### config.mk
export PLATFORM = sky130hd
export DESIGN_NAME = http_chunked_body_decoder
export DESIGN_NICKNAME = d
export VERILOG_FILES = /design/src/rtl/core/hcbd_pkg.sv /design/src/rtl/core/http_chunked_body_decoder.sv
export SDC_FILE = /design/constraint.sdc
export NUM_CORES = 1
export LEC_CHECK = 0
export ABC_AREA = 1
export BUFFER_PORTS_ARGS = -buffer_cell sky130_fd_sc_hd__buf_2
export CAP_MARGIN = 20
export CORE_ASPECT_RATIO = 1.1
export CORE_UTILIZATION = 55
export DETAILED_ROUTE_END_ITERATION = 12
export PLACE_DENSITY = 0.71
export SETUP_SLACK_MARGIN = 0.15
export SLEW_MARGIN = 30
export SYNTH_ARGS = -nofsm -noshare
export SYNTH_HDL_FRONTEND = slang
export SYNTH_SLANG_ARGS = --single-unit
### constraint.sdc
create_clock -name clk -period 3.15 [get_ports clk]
set_clock_uncertainty 0.15 [all_clocks]
set_input_delay 0.63 -clock clk [delete_from_list [all_inputs] [get_ports clk]]
set_output_delay 0.63 -clock clk [all_outputs]
set_load 0.005 [all_outputs]
### src/rtl/core/hcbd_pkg.sv
// ----------------------------------------------------------------------------
// hcbd_pkg
// Types, constants and helper functions for the chunked body decoder.
// ----------------------------------------------------------------------------
package hcbd_pkg;

    // Width of the chunk size counter
    localparam int SIZE_BITS = 32;

    // Result kinds
    localparam logic [1:0] KIND_DATA = 2'd0;
    localparam logic [1:0] KIND_END  = 2'd1;
    localparam logic [1:0] KIND_ERR  = 2'd2;

    // Characters of interest
    localparam logic [7:0] CH_CR    = 8'h0D;
    localparam logic [7:0] CH_LF    = 8'h0A;
    localparam logic [7:0] CH_TAB   = 8'h09;
    localparam logic [7:0] CH_SPACE = 8'h20;
    localparam logic [7:0] CH_X_LC  = 8'h78;
    localparam logic [7:0] CH_X_UC  = 8'h58;
    localparam logic [7:0] CH_0     = 8'h30;
    localparam logic [7:0] CH_9     = 8'h39;
    localparam logic [7:0] CH_A_LC  = 8'h61;
    localparam logic [7:0] CH_F_LC  = 8'h66;
    localparam logic [7:0] CH_A_UC  = 8'h41;
    localparam logic [7:0] CH_F_UC  = 8'h46;

    // Parser phase, one-hot
    typedef enum logic [5:0] {
        PH_DONE     = 6'b000001,
        PH_SIZE     = 6'b000010,
        PH_SIZE_BAD = 6'b000100,
        PH_DATA     = 6'b001000,
        PH_SKIP1    = 6'b010000,
        PH_SKIP2    = 6'b100000
    } phase_t;

    // Decoded hex digit
    typedef struct packed {
        logic       valid;
        logic [3:0] value;
    } hex_t;

    // Size line parse state
    typedef struct packed {
        logic                 bad;
        logic [SIZE_BITS-1:0] accum;
        logic                 seen;
        logic                 ended;
        logic                 pzero;
    } size_st_t;

    function automatic hex_t hex_decode(logic [7:0] c);
        hex_t h;
        h.valid = 1'b1;
        h.value = 4'd0;
        if (c >= CH_0 && c <= CH_9)
            h.value = 4'(c - CH_0);
        else if (c >= CH_A_LC && c <= CH_F_LC)
            h.value = 4'(c - CH_A_LC + 8'd10);
        else if (c >= CH_A_UC && c <= CH_F_UC)
            h.value = 4'(c - CH_A_UC + 8'd10);
        else
            h.valid = 1'b0;
        return h;
    endfunction

    // One byte of size line text (not part of the CR LF terminator)
    function automatic size_st_t size_text(size_st_t s, logic [7:0] c);
        size_st_t r;
        hex_t     h;
        logic     ws;
        r  = s;
        h  = hex_decode(c);
        ws = (c == CH_SPACE) || (c >= CH_TAB && c <= CH_CR);
        if (!s.bad && !s.ended)
        begin
            if (h.valid)
            begin
                // a shift that would drop set bits marks the line oversized
                if (|s.accum[SIZE_BITS-1 -: 4])
                    r.bad = 1'b1;
                else
                begin
                    r.pzero = !s.seen && (h.value == 4'd0);
                    r.accum = {s.accum[SIZE_BITS-5:0], h.value};
                    r.seen  = 1'b1;
                end
            end
            else if ((c == CH_X_LC || c == CH_X_UC) && s.pzero)
                r.pzero = 1'b0;
            else if (!s.seen && ws)
                r = s;
            else
                r.ended = 1'b1;
        end
        return r;
    endfunction

endpackage

### src/rtl/core/http_chunked_body_decoder.sv
// ----------------------------------------------------------------------------
// http_chunked_body_decoder
// Parses a chunked body byte stream and passes on only the payload bytes,
// plus one end-of-body or error result per size line that finishes the body.
// ----------------------------------------------------------------------------
// Path: input register, then result register. Throughput: one byte per
// cycle unless m_tready stalls the result register; the parse of a byte is
// a single hex shift-add and state update between the two registers.
// Reset: asynchronous, active low; parser waits for a byte marked body start,
// both register stages empty.
module http_chunked_body_decoder
(
    input  logic       clk,
    input  logic       rst_n,
    input  logic       s_tvalid,
    output logic       s_tready,
    input  logic [7:0] s_tdata,   // [7:0] in_byte
    input  logic       s_tuser,   // [0] body_start
    output logic       m_tvalid,
    input  logic       m_tready,
    output logic [7:0] m_tdata,   // [7:0] out_byte
    output logic [1:0] m_tuser    // [1:0] out_kind
);

    localparam int SB = hcbd_pkg::SIZE_BITS;

    // Input stage
    logic       in_vld_reg;
    logic [7:0] in_byte_reg;
    logic       in_start_reg;

    // Parser state
    hcbd_pkg::phase_t phase_reg, phase_next;
    hcbd_pkg::size_st_t sz_reg, sz_next;
    logic [SB-1:0] left_reg, left_next;
    logic          cr_reg, cr_next;

    // Result stage
    logic       out_vld_reg;
    logic [7:0] out_byte_reg;
    logic [1:0] out_kind_reg;

    logic       advance;
    logic       res_vld;
    logic [7:0] res_byte;
    logic [1:0] res_kind;

    hcbd_pkg::phase_t   ph_eff;
    hcbd_pkg::size_st_t sz_eff;
    hcbd_pkg::size_st_t sz_mid;
    logic               cr_eff;

    // Pipeline moves when the result slot is free or being drained
    assign advance  = !out_vld_reg || m_tready;
    assign s_tready = !in_vld_reg || advance;

    assign m_tvalid = out_vld_reg;
    assign m_tdata  = out_byte_reg;
    assign m_tuser  = out_kind_reg;

    // Input register
    always_ff @(posedge clk or negedge rst_n)
    begin
        if (!rst_n)
            in_vld_reg <= 1'b0;
        else if (s_tready)
            in_vld_reg <= s_tvalid;
    end

    always_ff @(posedge clk)
    begin
        if (s_tready && s_tvalid)
        begin
            in_byte_reg  <= s_tdata;
            in_start_reg <= s_tuser;
        end
    end

    // Per-byte parse
    always_comb
    begin
        // body start restarts the size line
        ph_eff = phase_reg;
        sz_eff = sz_reg;
        cr_eff = cr_reg;
        if (in_start_reg)
        begin
            ph_eff = hcbd_pkg::PH_SIZE;
            sz_eff = '0;
            cr_eff = 1'b0;
        end

        phase_next = ph_eff;
        sz_next    = sz_eff;
        cr_next    = cr_eff;
        left_next  = left_reg;
        res_vld    = 1'b0;
        res_byte   = 8'd0;
        res_kind   = hcbd_pkg::KIND_DATA;
        sz_mid     = sz_eff;

        unique case (ph_eff)
            hcbd_pkg::PH_SIZE, hcbd_pkg::PH_SIZE_BAD:
            begin
                if (cr_eff && in_byte_reg == hcbd_pkg::CH_LF)
                begin
                    cr_next = 1'b0;
                    if (sz_eff.bad || !sz_eff.seen)
                    begin
                        phase_next = hcbd_pkg::PH_DONE;
                        res_vld    = 1'b1;
                        res_kind   = hcbd_pkg::KIND_ERR;
                    end
                    else if (sz_eff.accum == '0)
                    begin
                        phase_next = hcbd_pkg::PH_DONE;
                        res_vld    = 1'b1;
                        res_kind   = hcbd_pkg::KIND_END;
                    end
                    else
                    begin
                        left_next  = sz_eff.accum;
                        phase_next = hcbd_pkg::PH_DATA;
                    end
                end
                else
                begin
                    // a held CR not followed by LF is plain line text
                    if (cr_eff)
                        sz_mid = hcbd_pkg::size_text(sz_eff, hcbd_pkg::CH_CR);
                    cr_next = (in_byte_reg == hcbd_pkg::CH_CR);
                    if (!cr_next)
                        sz_next = hcbd_pkg::size_text(sz_mid, in_byte_reg);
                    else
                        sz_next = sz_mid;
                    phase_next = sz_next.bad ? hcbd_pkg::PH_SIZE_BAD : hcbd_pkg::PH_SIZE;
                end
            end
            hcbd_pkg::PH_DATA:
            begin
                if (left_reg != '0)
                    left_next = left_reg - SB'(1);
                if (left_reg <= SB'(1))
                    phase_next = hcbd_pkg::PH_SKIP1;
                res_vld  = 1'b1;
                res_byte = in_byte_reg;
                res_kind = hcbd_pkg::KIND_DATA;
            end
            hcbd_pkg::PH_SKIP1:
                phase_next = hcbd_pkg::PH_SKIP2;
            hcbd_pkg::PH_SKIP2:
            begin
                phase_next = hcbd_pkg::PH_SIZE;
                sz_next    = '0;
                cr_next    = 1'b0;
            end
            default:
                phase_next = hcbd_pkg::PH_DONE;
        endcase
    end

    // Parser state registers
    always_ff @(posedge clk or negedge rst_n)
    begin
        if (!rst_n)
        begin
            phase_reg <= hcbd_pkg::PH_DONE;
            sz_reg    <= '0;
            left_reg  <= '0;
            cr_reg    <= 1'b0;
        end
        else if (in_vld_reg && advance)
        begin
            phase_reg <= phase_next;
            sz_reg    <= sz_next;
            left_reg  <= left_next;
            cr_reg    <= cr_next;
        end
    end

    // Result register
    always_ff @(posedge clk or negedge rst_n)
    begin
        if (!rst_n)
            out_vld_reg <= 1'b0;
        else if (advance)
            out_vld_reg <= in_vld_reg && res_vld;
    end

    always_ff @(posedge clk)
    begin
        if (advance && in_vld_reg && res_vld)
        begin
            out_byte_reg <= res_byte;
            out_kind_reg <= res_kind;
        end
    end

    // Checks
    a_ctrl_zero_byte : assert property (@(posedge clk) disable iff (!rst_n)
        m_tvalid && m_tuser != hcbd_pkg::KIND_DATA |-> m_tdata == 8'd0)
        else $error("end or error result carries a nonzero byte");

    a_data_count : assert property (@(posedge clk) disable iff (!rst_n)
        phase_reg == hcbd_pkg::PH_DATA |-> left_reg != '0)
        else $error("data phase with no bytes left");

    a_end_to_done : assert property (@(posedge clk) disable iff (!rst_n)
        in_vld_reg && advance && res_vld && res_kind != hcbd_pkg::KIND_DATA
        |=> phase_reg == hcbd_pkg::PH_DONE)
        else $error("parser not done after end or error");

endmodule
==> results of run 1 <==
[metal layers]
| layer | GRT usage | wire length (um) | vias up | part of all wire |
|---|---|---|---|---|
| met5 | 0 | 0 | - | 0 |
| li1 | - | - | 2917 | - |
| met1 | 0.392 | 7340 | 2824 | 0.44 |
| met4 | 0.119 | 442 | 0 | 0.026 |
| met2 | 0.490 | 7940 | 241 | 0.47 |
| met3 | 0.0387 | 1070 | 30 | 0.064 |
[worst register-to-register path: cells and delay by family (launching register included)]
kind,cells,cell delay (ns)
AOI/OAI and AO/OA,2,0.24
buffers and inverters,4,0.71
DFF,1,0.44
and+or+nand+nor,5,1.13
[cells in the mapped netlist, types with 3 or more instances]
library cell	instances
a31o_2	3
nor4_1	3
nor2_2	10
nor2_1	116
buf_6	5
a31oi_1	6
edfxtp_1	19
nand3b_1	3
buf_4	6
nand2_2	5
o22ai_1	3
o21ai_1	4
inv_1	101
nand4_1	13
dfrtp_1	76
nand2_4	3
clkbuf_1	16
nand3_1	35
ha_1	7
a21oi_1	47
or2_2	8
xnor2_1	6
buf_2	5
nand2_1	234
nor3_1	10
o21ai_0	83
o211ai_1	15
inv_2	5
nor4_2	3
xor2_1	9
a22oi_1	15
[worst min-delay path by stage]
stage,to,slack [ns]
floorplan,cr_reg,0.18
global placement,sz_reg[7],0.32
detailed placement,sz_reg[7],0.33
CTS,sz_reg[23],0.20
global route,sz_reg[23],0.22
finish,sz_reg[30],0.15
[cells in the final DEF, fill, tap and decap left out, drive strengths merged]
cell	synthesis	routed
ha	7	7
o21ai	87	87
nor3	10	10
nand3	36	36
a31oi	6	6
clkinvlp	0	3
a31o	3	3
nand3b	4	4
a22o	1	1
o211ai	15	15
nand2	242	242
a22oi	15	15
clkbuf	17	10
clkinv	1	4
bufinv	0	1
nor4	7	7
inv	106	105
or2	8	8
dfrtp	76	76
o22a	1	1
dfstp	1	1
buf	17	37
o22ai	3	3
xnor2	6	6
a211oi	1	1
xor2	9	9
nand4	13	13
a21oi	48	48
o21bai	1	1
nor2	127	127
edfxtp	19	19
[what timing repair did]
item                       CTS  global route
buffers inserted             0             2
setup endpoints to repair    0            65
resized for setup            0             7
[cell families (layout without fill, tap and decap cells)]
group / Yosys count / in the layout / share of synthesized area
AO/OA/AOI/OAI: 181 / 181 / 0.162
flip-flops: 96 / 96 / 0.397
adder cells (fa/ha/maj): 7 / 7 / 0.0139
XOR/XNOR: 15 / 15 / 0.0209
buffers and inverters: 141 / 160 / 0.0975
AND/OR/NAND/NOR: 447 / 447 / 0.308
[report_power, final]
group,internal [uW],leakage [uW],switching (uW)
registers,1450,0.00120,184
clock network,632,0.000142,482
logic,456,0.00194,882
total,2540,0.00328,1550
[stage by stage]
stage / instances / util
after CTS: 1051 / 0.616
final: 1053 / 0.620
after detailed placement: 1035 / 0.589
after floorplan: 887 / -
after global placement: 1035 / 0.589
after global routing: 1053 / 0.620
[cell type report]
type	count	share of cell area
multi-input combinational	650	0.469
clock buffer	10	0.0350
timing repair buffer	37	0.0347
clock inverter	6	0.00862
sequential	96	0.366
tap	147	0.0270
inverter	107	0.0598
==> flow_metrics.tcl, run 1 <==
set metrics [dict create \
    status "finished, final reports clean" \
    wirelength_um 16800 \
    core_region_area_mm2 0.0110 \
    maxSlewViolCount 0 \
    slowest_delay_ns 0.44 \
    dp_worst_setup_slack_ns 0.299 \
    antenna_found_initial 0 \
    clk_latency_ns 0.35 \
    startpoint_type "flop" \
    slew_headroom 0.512 \
    n_antenna_cell 0 \
    rsz0062_at_grt "no" \
    syn_inst 887 \
    avgViaCountPerCell 5.71 \
    holdWs_ns 0.145 \
    dr.pass1.iters 6 \
    dieHeight_um 114 \
    largest_reg_flops 36 \
    overflow 0 \
    reg2reg_from "in_start_reg" \
    synth-seq-area-share 0.397 \
    rr_worst_depth 11 \
    io_pins 25 \
    min_period_ns 2.79 \
    r2r_end "sz_reg[34]" \
    nNetsFinal 921 \
    path_cells "inv_2 > nand3_1 > inv_1 > nand4_1 > nand2_1 > nand3_1 > nand2_1 > clkinvlp_4 > buf_4 > a21oi_1 > a22oi_1" \
    reg2reg_slack_ns 0.36 \
    drive_above_1_share 0.108 \
    dpl-instance-area_mm2 0.00648 \
    gp_congestion 0.916 \
    crit_type "reg -> reg" \
    clockBufferDepth 2 \
    grtUsageTotal 0.295 \
    worst_pin_slew_ns 0.732 \
    crit_slowest_cell "edfxtp_1" \
    crit_end "sz_reg[34]" \
    cts_sinks 96 \
    setup-tns-final_ns 0 \
    grt_pass1_vias 5670 \
    critPathLaunch "in_start_reg" \
    first_iter_violations 523 \
    rows 40 \
    nFillCells 1055 \
    finalCritPeriodShare 0.886 \
    grt_pass1_wl_um 27700 \
    via_count 6012 \
    htreeDepth 3 \
    synth-edff-count 19 \
    dp_hpwl_um 11800 \
    wl_per_cell_um 16.0 \
    synth_area_mm2 0.00629 \
    hp-class "in -> async" \
    multi_input_area_mm2 0.00320 \
    cts_tree "built" \
    setup_viol 0 \
    final-seq-area_mm2 0.00250 \
    p_leak_uw 0.00328 \
    die_width_um 104 \
    vdd.ir_drop.worst_mv 0.368 \
    cp.required_ns 3.21 \
    dieArea_mm2 0.0119 \
    synth.yosys.warnings 0 \
    io_buffers 24 \
    clkTransAtPathRegs_ns 0.07 \
    synth_area_leader_cell "dfrtp_1" \
    power_uw 4090 \
    ys.flop_type "dfrtp_1" \
    async_flop_share 0.802 \
    crit_buf_inv 4 \
    powerDensity_mw_per_mm2 599 \
    numCtsBuffers 9 \
    grt_start_max_net_pins 78 \
    crit_family "simple AND/OR/NAND/NOR gates" \
    ys_ff_latch 96 \
    synth_top_area_share 0.302 \
    design_area_mm2 0.00682 \
    crit_cells 11 \
    start_util 0.571 \
    drc_errors 0 \
    root_buffer "clkbuf_16" \
    max_freq_mhz 358 \
    ys_types 44 \
    ys_top_cells_by_area "dfrtp_1 (30%), nand2_1 (14%), edfxtp_1 (9.1%)" \
    fin_ws_ns 0.358 \
    worst_ep_arrival_time_ns 2.85 \
    synth_nets 907 \
    postCtsHoldBufs 0 \
    cap_viol_max_count 0 \
    critical_path.endpoint_type "flop" \
    cp_max_fo 13 \
    ant_nets 0 \
    hold_viol 0 \
    avgSynthCellArea_um2 7.09 \
    area_growth_pct 8.47 \
]
(Power assumes the default switching activity.)
==> inputs of run 2 (changes only) <==
--- a/config.mk
+++ b/config.mk
@@ -12,6 +12,7 @@
 export CORE_UTILIZATION = 55
 export DETAILED_ROUTE_END_ITERATION = 12
 export PLACE_DENSITY = 0.71
+export RECOVER_POWER = 25
 export SETUP_SLACK_MARGIN = 0.15
 export SLEW_MARGIN = 30
 export SYNTH_ARGS = -nofsm -noshare
==> run 2 against run 1 <==
The flow now finishes with violations (max-capacitance violations, max-slew violations). Hold slack better by 0.16 ns. Flip-flop and latch count did not move. Wire length fell by 0.17%. Fmax shrank 0.26%. Cell area about the same. Via count decreased by 0.18%. Register-to-register slack hardly changed. Critical endpoint unchanged. Critical path type unchanged. Power about the same.
==> flow_metrics.tcl, run 2 (synthesis results as in run 1) <==
set metrics [dict create \
    status "finished with violations" \
    violations "max-capacitance violations, max-slew violations" \
    met3_usage 0.0387 \
    root_buffer "clkbuf_16" \
    min_period_ns 2.80 \
    crit_type "reg -> reg" \
    nFillCells 1057 \
    io_buffers 24 \
    clk_latency_ns 0.35 \
    grt.busiest_layer "met2" \
    crit_end "sz_reg[34]" \
    multi_input_area_mm2 0.00320 \
    avgViaCountPerCell 5.70 \
    nNetsFinal 921 \
    wl_per_cell_um 15.9 \
    p_leak_uw 0.00328 \
    core_region_area_mm2 0.0110 \
    slew_headroom -0.322 \
    wirelength_um 16800 \
    overflow 0 \
    die_width_um 104 \
    cap_viol_max_count 1 \
    maxSlewViolCount 78 \
    use_met2 0.490 \
    setup_viol 0 \
    drive_above_1_share 0.108 \
    powerDensity_mw_per_mm2 600 \
    rsz0062_at_grt "no" \
    rr_worst_depth 11 \
    final_common_cell "nand2_1" \
    hp-class "in -> reg" \
    cts_sinks 96 \
    first_iter_violations 523 \
    grt_pass1_wl_um 27700 \
    dieHeight_um 114 \
    cp_max_fo 13 \
    grt_pass1_vias 5670 \
    vdd.ir_drop.worst_mv 0.367 \
    finalCritPeriodShare 0.889 \
    numCtsBuffers 9 \
    r2r_end "sz_reg[34]" \
    use_met1 0.392 \
    start_util 0.571 \
    final-seq-area_mm2 0.00250 \
    hold_viol 0 \
    grtUsageTotal 0.295 \
    rows 40 \
    htreeDepth 3 \
    reg2reg_from "in_start_reg" \
    post-route-util 0.619 \
    reg2reg_slack_ns 0.35 \
    layout_common_cells "nand2_1 (232), nor2_1 (116), inv_1 (100)" \
    io_pins 25 \
    grt_start_max_net_pins 78 \
    gp_congestion 0.916 \
    dp_hpwl_um 11800 \
    clkTransAtPathRegs_ns 0.07 \
    dr.pass1.iters 8 \
    via_count 6001 \
    critical_path.endpoint_type "flop" \
    setup-tns-final_ns 0 \
    worst_pin_slew_ns 1.98 \
    drc_errors 0 \
    worst_ep_arrival_time_ns 2.86 \
    largest_reg_flops 36 \
    dieArea_mm2 0.0119 \
    startpoint_type "flop" \
    clockBufferDepth 2 \
    area_growth_pct 8.37 \
    cp.required_ns 3.21 \
    max_freq_mhz 357 \
    n_antenna_cell 0 \
    critPathLaunch "in_start_reg" \
    postCtsHoldBufs 0 \
    cts_tree "built" \
    antenna_found_initial 0 \
    ant_nets 0 \
]
==> run 2: cell types whose count changed in the layout (fill, tap and decap cells not counted) <==
cell / previous run / this run
clkbuf_2: 0 / 1
buf_6: 1 / 0
==> run 2: how the worst min path moves through the flow <==
stage / slack (ns) / cells after the start / startpoint / end
after detailed placement: 0.33 / 2 / sz_reg[7] / sz_reg[7]
after global routing: 0.29 / 1 / s_tdata[2] / in_byte_reg[2]
after CTS: 0.20 / 1 / rst_n / sz_reg[23]
after floorplan: 0.18 / 0 / rst_n / cr_reg
final: 0.30 / 1 / s_tdata[2] / in_byte_reg[2]
after global placement: 0.32 / 2 / sz_reg[7] / sz_reg[7]
==> run 2: metrics by stage <==
stage | power [uW] | cell area [um^2] | hold WS (ns) | setup slack [ns] | cells
after global routing | 4370 | 6820 | 0.291 | 0.146 | 1053
after global placement | 2910 | 6480 | 0.325 | 0.324 | 1035
after CTS | 4070 | 6780 | 0.196 | 0.293 | 1051
final | 4090 | 6820 | 0.303 | 0.350 | 1053
after detailed placement | 2950 | 6480 | 0.331 | 0.299 | 1035
after floorplan | 2620 | 6290 | 0.184 | 0.951 | 887
==> run 2: routing by layer <==
metal | wire length [um] | part of all wire | vias up
li1 | - | - | 2917
met1 | 7310 | 0.44 | 2816
met2 | 7920 | 0.47 | 238
met3 | 1100 | 0.065 | 30
met4 | 442 | 0.026 | 0
met5 | 0 | 0 | -
==> run 2: area by class of cell <==
type | instances | share of cell area
Sequential cell | 96 | 0.367
Tap cell | 147 | 0.0270
Multi-Input combinational cell | 650 | 0.469
Clock buffer | 10 | 0.0351
Timing Repair Buffer | 37 | 0.0338
Inverter | 107 | 0.0598
Clock inverter | 6 | 0.00863
==> run 2: report_power, final <==
part           total (uW)  internal, uW  switching [uW]  leakage [uW]
combinational        1340           455             882       0.00194
sequential           1640          1450             184       0.00120
clock                1120           632             485      0.000142
total                4090          2540            1550       0.00328
==> run 2: repair_timing <==
action                     in CTS  in global routing
setup buffers                   0                  2
resized for setup               0                  7
setup endpoints to repair       0                 65
==> run 2: critical path, stage by stage (launching register included) <==
cell	delay [ns]
edfxtp_1	0.44
inv_2	0.23
nand3_1	0.18
inv_1	0.11
nand4_1	0.17
nand2_1	0.11
nand3_1	0.28
nand2_1	0.40
clkinvlp_4	0.17
buf_4	0.19
a21oi_1	0.15
a22oi_1	0.09
==> inputs of run 3 (changes only) <==
--- a/config.mk
+++ b/config.mk
@@ -11,6 +11,7 @@
 export CORE_ASPECT_RATIO = 1.1
 export CORE_UTILIZATION = 55
 export DETAILED_ROUTE_END_ITERATION = 12
+export MAX_ROUTING_LAYER = met4
 export PLACE_DENSITY = 0.71
 export RECOVER_POWER = 25
 export SETUP_SLACK_MARGIN = 0.15
==> constraint.sdc (replaced) <==
create_clock -name clk -period 3.15 [get_ports clk]
set_clock_uncertainty 0.15 [all_clocks]
set_input_delay 0.945 -clock clk [delete_from_list [all_inputs] [get_ports clk]]
set_output_delay 0.945 -clock clk [all_outputs]
set_load 0.005 [all_outputs]
==> run 3 against run 2 <==
The run now ends clean. Count of clock-buffer cells in the layout stayed put. Non-clock buffer count is 1 higher. Flip-flop and latch count stayed put. Critical endpoint is now sz_reg[10]. Highest routed layer unchanged.
==> flow_metrics.tcl, run 3 (synthesis results as in run 1) <==
set metrics [dict create \
    ant_nets 0 \
    slowest_delay_ns 0.48 \
    first_iter_violations 559 \
    worst_ep_arrival_time_ns 2.90 \
    drive_above_1_share 0.112 \
    cts_tree "built" \
    hold_depth 2 \
    crit_top_cell "nand2_1" \
    slew_headroom 0.289 \
    crit_slowest_cell "edfxtp_1" \
    clockBufferDepth 2 \
    io_pins 25 \
    finalCritPeriodShare 0.892 \
    final_common_cell "nand2_1" \
    r2r_end "sz_reg[10]" \
    start_util 0.571 \
    grt_pass1_wl_um 27600 \
    dpl.cell_count 1037 \
    reg2reg_slack_ns 0.34 \
    crit_buf_inv 3 \
    layout_common_cells "nand2_1 (231), nor2_1 (116), inv_1 (99)" \
    avgViaCountPerCell 5.74 \
    n_antenna_cell 0 \
    crit_family "simple AND/OR/NAND/NOR gates" \
    cap_viol_max_count 0 \
    clk_latency_ns 0.36 \
    overflow 0 \
    io_buffers 24 \
    htreeDepth 3 \
    rr_worst_depth 12 \
    setup-tns-final_ns 0 \
    path_cells "inv_2 > nand2_2 > nor2_2 > nand2_1 > nand2_1 > nor2_2 > nand3_2 > buf_4 > inv_2 > nand2_1 > a21oi_1 > a22o_1" \
    drc_errors 0 \
    antenna_found_initial 0 \
    multi_input_area_mm2 0.00320 \
    startpoint_type "flop" \
    min_from "sz_reg[7]" \
    grt_start_max_net_pins 46 \
    via_count 6054 \
    dieHeight_um 114 \
    final-seq-area_mm2 0.00250 \
    numCtsBuffers 9 \
    fin_ws_ns 0.342 \
    whs_endpoint "sz_reg[7]" \
    dieArea_mm2 0.0119 \
    crit_cells 12 \
    dp_hpwl_um 11900 \
    nNetsFinal 922 \
    finalNonFillerCells 1054 \
    dp_worst_setup_slack_ns 0.280 \
    min_period_ns 2.81 \
    die_width_um 104 \
    cts_sinks 96 \
    cp.required_ns 3.24 \
    vdd.ir_drop.worst_mv 0.372 \
    grtUsageTotal 0.304 \
    maxSlewViolCount 0 \
    rsz0062_at_grt "no" \
    gp_congestion 0.962 \
    nFillCells 1056 \
    root_buffer "clkbuf_16" \
    worst_pin_slew_ns 1.07 \
    post-route-util 0.618 \
    status "finished, final reports clean" \
    cp_max_fo 25 \
    critical_path.endpoint_type "flop" \
    crit_type "reg -> reg" \
    grt_pass1_vias 5673 \
    max_freq_mhz 356 \
    clkTransAtPathRegs_ns 0.07 \
    rows 40 \
    p_leak_uw 0.00328 \
    dr.pass1.iters 5 \
    largest_reg_flops 36 \
    hold_viol 0 \
    core_region_area_mm2 0.0110 \
    hp-class "reg -> reg" \
    reg2reg_from "in_start_reg" \
    setup_viol 0 \
    wl_per_cell_um 15.9 \
    wirelength_um 16800 \
    powerDensity_mw_per_mm2 596 \
    area_growth_pct 8.14 \
]
-- run 3: worst max path at each step --
stage	startpoint	end	slack (ns)
after floorplan	m_tready	m_tdata[0]	0.64
after global placement	in_byte_reg[0]	sz_reg[32]	0.37
after detailed placement	in_byte_reg[0]	sz_reg[14]	0.28
after CTS	in_byte_reg[0]	sz_reg[14]	0.24
after global routing	in_byte_reg[1]	sz_reg[32]	0.17
final	in_start_reg	sz_reg[10]	0.34
-- run 3: final cells by class --
class | instances | area share
clock buffers | 10 | 0.0351
clock inverters | 6 | 0.00607
inverters | 107 | 0.0600
multi-input cells | 650 | 0.470
flip-flops and latches | 96 | 0.367
well taps | 147 | 0.0270
repair buffers | 38 | 0.0346
-- run 3: power by group --
part | switching (uW) | leakage (uW) | internal, uW
registers | 186 | 0.00120 | 1450
clock network | 514 | 0.000133 | 559
logic | 887 | 0.00195 | 453
-- run 3: what timing repair did --
item                       in CTS  in global routing
hold endpoints to repair        0                  0
setup buffers                   0                  1
hold buffers                    0                  0
gates resized for setup         0                  9
setup endpoints to repair       0                 39
-- run 3: worst register-to-register path, cell delays in order (launching register included) --
cell and delay (ns):
edfxtp_1 0.48, inv_2 0.25, nand2_2 0.11, nor2_2 0.25, nand2_1 0.11, nand2_1 0.10
nor2_2 0.07, nand3_2 0.18, buf_4 0.30, inv_2 0.15, nand2_1 0.22, a21oi_1 0.10
a22o_1 0.23
-- run 3: metrics by stage --
stage,total power (uW),hold slack (ns),area [um^2]
finish,4050,0.359,6800
global route,4300,0.385,6800
CTS,4030,0.350,6790
detailed placement,2960,0.334,6510
global placement,2930,0.337,6510
floorplan,2620,0.299,6290
-- run 3: layer usage --
layer  share of wire  GRT usage  vias to the layer above  routed length [um]
met4           0.026      0.138                        0                 439
li1                -          -                     2925                   -
met3           0.055     0.0381                       32                 925
met2            0.47      0.477                      232                7900
met5               0          -                        -                   0
met1            0.45      0.396                     2865                7530
